`src/oaht_pkg.sv`:
```
// ----------------------------------------------------------------------------
// Open-addressing hash table package
// Shared codes, result layout and the command and status bundles that pass
// between the controller and the datapath.
// ----------------------------------------------------------------------------
package oaht_pkg;

    typedef enum logic [1:0] {
        ACT_SET  = 2'd0,
        ACT_GET  = 2'd1,
        ACT_POP  = 2'd2,
        ACT_NONE = 2'd3
    } action_t;

    typedef enum logic [2:0] {
        RES_INSERTED  = 3'd0,
        RES_REPLACED  = 3'd1,
        RES_FOUND     = 3'd2,
        RES_NOT_FOUND = 3'd3,
        RES_LIMIT     = 3'd4
    } status_t;

    typedef enum logic [1:0] {
        TAG_EMPTY = 2'd0,
        TAG_LIVE  = 2'd1,
        TAG_TOMB  = 2'd2
    } tag_t;

    typedef enum logic [2:0] {
        ST_CLEAR,
        ST_IDLE,
        ST_PROBE,
        ST_CHECK,
        ST_RESULT
    } state_t;

    localparam logic CFG_TABLE_SIZE_LOG2 = 1'b0;
    localparam logic CFG_MAX_PROBES      = 1'b1;

    localparam int CFG_W      = 11;
    localparam int LOG2_W     = 4;
    localparam int COUNT_W    = 11;
    localparam int RESULT_W   = 32;
    localparam int OUT_USED_W = 3 + RESULT_W + COUNT_W + COUNT_W;
    localparam int OUT_W      = ((OUT_USED_W + 7) / 8) * 8;
    localparam int OUT_PAD_W  = OUT_W - OUT_USED_W;

    localparam logic [LOG2_W-1:0]  TABLE_LOG2_RESET = 4'd3;
    localparam logic [LOG2_W-1:0]  TABLE_LOG2_MIN   = 4'd3;
    localparam logic [COUNT_W-1:0] MAX_PROBES_RESET = 11'd1024;

    typedef struct packed {
        logic clear_wr;
        logic start;
        logic limit;
        logic issue_rd;
        logic check;
        logic load_out;
    } dp_cmd_t;

    typedef struct packed {
        logic clear_last;
        logic bad_action;
        logic limit_hit;
        logic stop;
        logic out_free;
    } dp_status_t;

endpackage

```
`src/oaht_ctrl.sv`:
```
// ----------------------------------------------------------------------------
// Open-addressing hash table controller
// Sequences the clearing pass, item intake, the probe walk and result hand-off.
// ----------------------------------------------------------------------------
module oaht_ctrl import oaht_pkg::*; (
    input  logic       clk,
    input  logic       rst_n,
    input  logic       in_valid,
    output logic       in_ready,
    input  dp_status_t dp_status,
    output dp_cmd_t    dp_cmd
);

    state_t state_reg;
    state_t state_next;

    always_ff @(posedge clk or negedge rst_n)
    begin
        if (!rst_n)
        begin
            state_reg <= ST_CLEAR;
        end
        else
        begin
            state_reg <= state_next;
        end
    end

    always_comb
    begin
        state_next = state_reg;
        unique case (state_reg)
            ST_CLEAR:
            begin
                if (dp_status.clear_last)
                begin
                    state_next = ST_IDLE;
                end
            end
            ST_IDLE:
            begin
                if (in_valid)
                begin
                    state_next = dp_status.bad_action ? ST_RESULT : ST_PROBE;
                end
            end
            ST_PROBE:
            begin
                state_next = dp_status.limit_hit ? ST_RESULT : ST_CHECK;
            end
            ST_CHECK:
            begin
                state_next = dp_status.stop ? ST_RESULT : ST_PROBE;
            end
            ST_RESULT:
            begin
                if (dp_status.out_free)
                begin
                    state_next = ST_IDLE;
                end
            end
            default:
            begin
                state_next = ST_CLEAR;
            end
        endcase
    end

    always_comb
    begin
        dp_cmd   = '0;
        in_ready = 1'b0;
        unique case (state_reg)
            ST_CLEAR:
            begin
                dp_cmd.clear_wr = 1'b1;
            end
            ST_IDLE:
            begin
                in_ready     = 1'b1;
                dp_cmd.start = in_valid;
            end
            ST_PROBE:
            begin
                dp_cmd.limit    = dp_status.limit_hit;
                dp_cmd.issue_rd = !dp_status.limit_hit;
            end
            ST_CHECK:
            begin
                dp_cmd.check = 1'b1;
            end
            ST_RESULT:
            begin
                dp_cmd.load_out = dp_status.out_free;
            end
            default:
            begin
                dp_cmd = '0;
            end
        endcase
    end

endmodule

```
`config.mk`:
```
export PLATFORM = sky130hd
export DESIGN_NAME = oaht_ctrl
export DESIGN_NICKNAME = d
export VERILOG_FILES = /design/src/oaht_pkg.sv /design/src/oaht_ctrl.sv
export SDC_FILE = /design/constraint.sdc
export NUM_CORES = 1
export LEC_CHECK = 0
export BUFFER_PORTS_ARGS = -buffer_cell sky130_fd_sc_hd__buf_2
export CORE_AREA = 3 3 40 42
export CTS_CLUSTER_DIAMETER = 30
export DETAILED_ROUTE_END_ITERATION = 10
export DIE_AREA = 0 0 43 45
export GPL_ROUTABILITY_DRIVEN = 1
export GPL_TIMING_DRIVEN = 0
export SKIP_LAST_GASP = 1
export SLEW_MARGIN = 10
export SYNTH_ARGS = -nofsm -noshare
export SYNTH_HDL_FRONTEND = slang
export SYNTH_SLANG_ARGS = --single-unit
```
`constraint.sdc`:
```
create_clock -name clk -period 1 [get_ports clk]
set_input_delay 0.1 -clock clk [delete_from_list [all_inputs] [get_ports clk]]
set_output_delay 0.1 -clock clk [all_outputs]
set_load 0.005 [all_outputs]
```
== Yosys cells after proc, flatten, opt, wreduce, memory -nomap -nowiden ==
Cells that the tools add are included.
W data, S select, Z words.

* Bits in registers: 3
* Bits in latches: 0
* Memory bits (writable): 0
* ROM bits: 0
* Input port bits: 8
* Output and inout bits: 7
* Logic and storage cells: 24
* Memories: 0

* Add/sub/neg operators: 0
* Multiply operators: 0
* Divide/modulo/power cells: 0
* Order comparisons: 0
* Equal/unequal tests: 7
* Shift operators: 0
* Muxes and demuxes: 13
* Bitwise gates (word level): 0
* Reductions and logical operators: 3

{| class="wikitable"
|+ Operators with widths
! operator !! count
|-
| $mux W3 || 6
|-
| $pmux W3 S5 || 1
|-
| $eq A3 B2 Y1 const B || 2
|-
| $ne A2 B2 Y1 const B || 3
|-
| $mux W1 || 5
|-
| $eq A3 B1 Y1 const B || 1
|-
| $eq A3 B3 Y1 const B || 1
|-
| $logic_not A3 Y1 || 1
|-
| $reduce_and A3 Y1 || 1
|-
| $mux W2 || 1
|-
| $logic_not A1 Y1 || 1
|}

== Logic depth before layout (Yosys ltp) ==
* Word-level depth: 3
* Gate-level depth with buffers: 4
* Mapped depth without buffers: 3

== Least setup slack after synthesis ==
OpenSTA, ideal clock, no wires.

* Path kind: flip-flop to flip-flop
* Start point: register state_reg[1]
* End point: register state_reg[1]
* Library setup time: 123 ps
* Arrival time: 988 ps
* Data required time: 877 ps
* Path slack: -111 ps
* Stages on the path, launching flop included: 5
* Path buffers: 1
* Period minus slack after synthesis: 1111 ps
* Cells stage by stage: dfrtp_1 -> buf_2 -> and3b_4 -> a221oi_2 -> nor2_1

* Cells in the longest elaborated chain, start to end: 3
* Elaborated cells on any way between the ends: 10
* Classes of those cells: eq/ne (7); mux (1); reduce/logical (2)

{| class="wikitable"
|+ Ends and longest elaborated chain
! element !! line !! RTL
|-
| from (decl) || oaht_ctrl.sv:14 || <nowiki>state_t state_reg;</nowiki>
|-
| from (signal assigned) || oaht_ctrl.sv:25 || <nowiki>state_reg <= state_next;</nowiki>
|-
| $eq A3 B3 Y1, or another cell as far along || oaht_ctrl.sv:32 || <nowiki>unique case (state_reg)</nowiki>
|-
| $ne A2 B2 Y1 (no source line) || n/a ||
|-
| $reduce_and A3 Y1 (no source line) || n/a ||
|}

Parallel ways exist; a longest one is shown, timed or not.
A chain may end at the register's enable or synchronous reset.

== Worst setup path after layout ==
* Start point: register state_reg[0]
* End point: register state_reg[2]

The elaborated chain is that of the path after synthesis.

==> qor.yml <==
status: "finished with violations"
violations: "setup timing"
synth_area_um2: 318
path_clk_slew_ns: 0.04
crit_type: "reg2reg"
drtPass1Iterations: 4
cts_htree_levels: 1
via_per_inst: 4.53
cp_data_arrival_time_ns: 1.46
ios: 15
die-area_um2: 1940
largest_reg_flops: 3
route.detailed.drc: 0
synthCells: 30
fin_area_um2: 519
core_area_um2: 1280
wire_per_inst_um: 11.3
synthTopCellsByCount: "4 x inv_1, 3 x dfrtp_1, 3 x nor2_1"
fmax_mhz: 768
drv_cap: 0
drive_gt1_share_pct: 67.3
synth_edf_count: 0
initial_core_util_pct: 24.7
power.leakage_nw: 0.265
critPathSlowestCell: "dfrtp_1"
timing.final.crit_share_pct: 130
drv_slew: 0
setup_ws_ns: -0.302
synthDistinctLibCells: 20
hold_viol: 0
cts_tree: "yes"
place_congestion: 0.716
route.antenna.remaining_nets: 0
critPathMaxStageDelay_ns: 0.41
worst_slew_pin_slew_ns: 0.215
ys_top_cells_by_area: "dfrtp_1 24%, o22ai_2 7.9%, nor4b_4 7.5%, buf_6 7.1%, nor3b_4 5.9%"
synth_nets: 38
grt_pass1_wl_um: 1310
synth_most_common_cell: "inv_1"
gr-total-overflow: 0
root_buffer: "clkbuf_4"
die_w_um: 43
tns_ns: -2.32
dpl_worst_slack_ns: -0.115
rsz0062_at_grt: "true"
area_delta_synth_final_pct: 63.4
yosysTopAreaCellShare_pct: 23.6
cts_inserted_buffers: 3
clk_path_buf_depth: 2
ys_seq_area_share_pct: 23.6
drt_iter0_drc: 3
cp_max_fo: 5
worst_ep_required_time_ns: 1.16
diodes: 0
hp-class: "in2reg"
routed_wl_um: 789
synth_top_flop_cell: "dfrtp_1"
ys_ff_latch: 3
setup_viol: 10
critPathLaunchType: "flop"
yosys_warnings: 0
clkLatencyLatePin_ns: 0.24
nNetsFinal: 64
whs_ns: 0.0900
cts.sinks: 3
track_usage_pct: 9.58
rows: 13
portBuffers: 14
syn_area_per_cell_um2: 10.6
placed_cell_area_um2: 422
grt_max_degree: 10
pwr_density_cell_nw_per_um2: 3110
period_minus_slack_ns: 1.30
fp.dieH_um: 45
fillerInstances: 139
cpMostUsedCell: "buf_6"
cp_cell_sequence: "buf_6, buf_4, buf_6, mux2i_1, mux2_4, o22ai_2"
vias: 317
clock_skew_ns: 0.00405
slew_headroom_pct: 85.6
antenna_found_initial: 0
endpoint_kind: "flop"
peakVddDrop_uv: 1290
grt_pass1_vias: 296
synth_top_cell_by_area: "dfrtp_1"
async_flop_share_pct: 100
-- routing by layer --
| layer | track usage (%) | up-vias | wire (um) |
|---|---|---|---|
| met2 | 13.8 | 12 | 368 |
| li1 | - | 158 | - |
| met3 | 3.59 | 0 | 66 |
| met1 | 10.9 | 147 | 354 |
| met4 | 9.04 | 0 | 0 |
| met5 | 0 | - | 0 |
-- worst paths after layout --
kind                                     startpoint                       end  slack, ns  cells past startpoint
setup / recovery           state_reg[0]$_DFFE_PN0P_  state_reg[2]$_DFFE_PN0P_      -0.30                      6
hold / removal                         dp_status[0]  state_reg[2]$_DFFE_PN0P_       0.09                      2
setup reg to reg           state_reg[0]$_DFFE_PN0P_  state_reg[2]$_DFFE_PN0P_      -0.30                      6
hold reg to reg            state_reg[2]$_DFFE_PN0P_  state_reg[2]$_DFFE_PN0P_       0.69                      3
max in group asynchronous                     rst_n  state_reg[1]$_DFFE_PN0P_       0.69                      2
min in group asynchronous                     rst_n  state_reg[2]$_DFFE_PN0P_       0.21                      2
-- where the power goes --
group          internal, mW  leakage, nW  switching [mW]
logic                 0.693        0.211           0.485
registers             0.179       0.0394          0.0383
clock network         0.150       0.0150          0.0677
-- cell usage in the layout (no fill, tap or decap) --
cell / n
and3b_4: 1
nand4bb_1: 1
a221oi_2: 1
buf_2: 14
nor4b_4: 1
mux2_4: 1
nand2_1: 2
nor2_1: 3
clkbuf_4: 3
dfrtp_1: 3
dlygate4sd3_1: 1
clkbuf_1: 1
nor3_2: 1
and4bb_2: 1
mux2i_1: 1
buf_4: 4
nor3b_4: 1
nand2b_4: 1
inv_1: 4
and2_1: 1
o221a_4: 1
o22ai_2: 2
a21oi_1: 1
buf_6: 5
-- worst max-delay path: cells and delay by family, from the launching register on --
| family | cells | cell delay, ns |
|---|---|---|
| multiplexers | 2 | 0.37 |
| AO/OA/AOI/OAI | 1 | 0.08 |
| flip-flops | 1 | 0.41 |
| buffers and inverters | 3 | 0.36 |
-- stage by stage --
step                instances  utilization, %  total power [mW]
global placement           59            32.8              1.17
CTS                        68            38.6              1.54
finish                     70            40.4              1.61
global route               70            40.4              1.74
floorplan                  30               -             0.964
detailed placement         59            32.8              1.17
-- kinds of logic after synthesis --
logic type	count (synthesis)	share of synthesized area, %
simple gates	13	38.6
buf+inv	7	13.4
flops	3	23.6
mux	2	6.69
compound gates	5	17.7
-- area by class of cell --
cell class | instances | area (um^2) | share of cell area, %
clock buffers | 4 | 26.3 | 5.06
well taps | 15 | 18.8 | 3.61
multi-input cells | 20 | 218 | 41.9
inverters | 4 | 15.0 | 2.89
flip-flops and latches | 3 | 75.1 | 14.5
plain buffers | 3 | 33.8 | 6.51
repair buffers | 21 | 133 | 25.5
-- repair_timing --
action / 4_1_cts / 5_1_grt
endpoints found under the hold margin: 3 / 0
pin swaps: 2 / 3
endpoints found under the setup margin: 10 / 10
resized for setup: 3 / 2
hold buffers: 1 / 0
cloned: 1 / 0
setup buffers: 3 / 2
No activity file was read; power rests on OpenSTA's default activity.
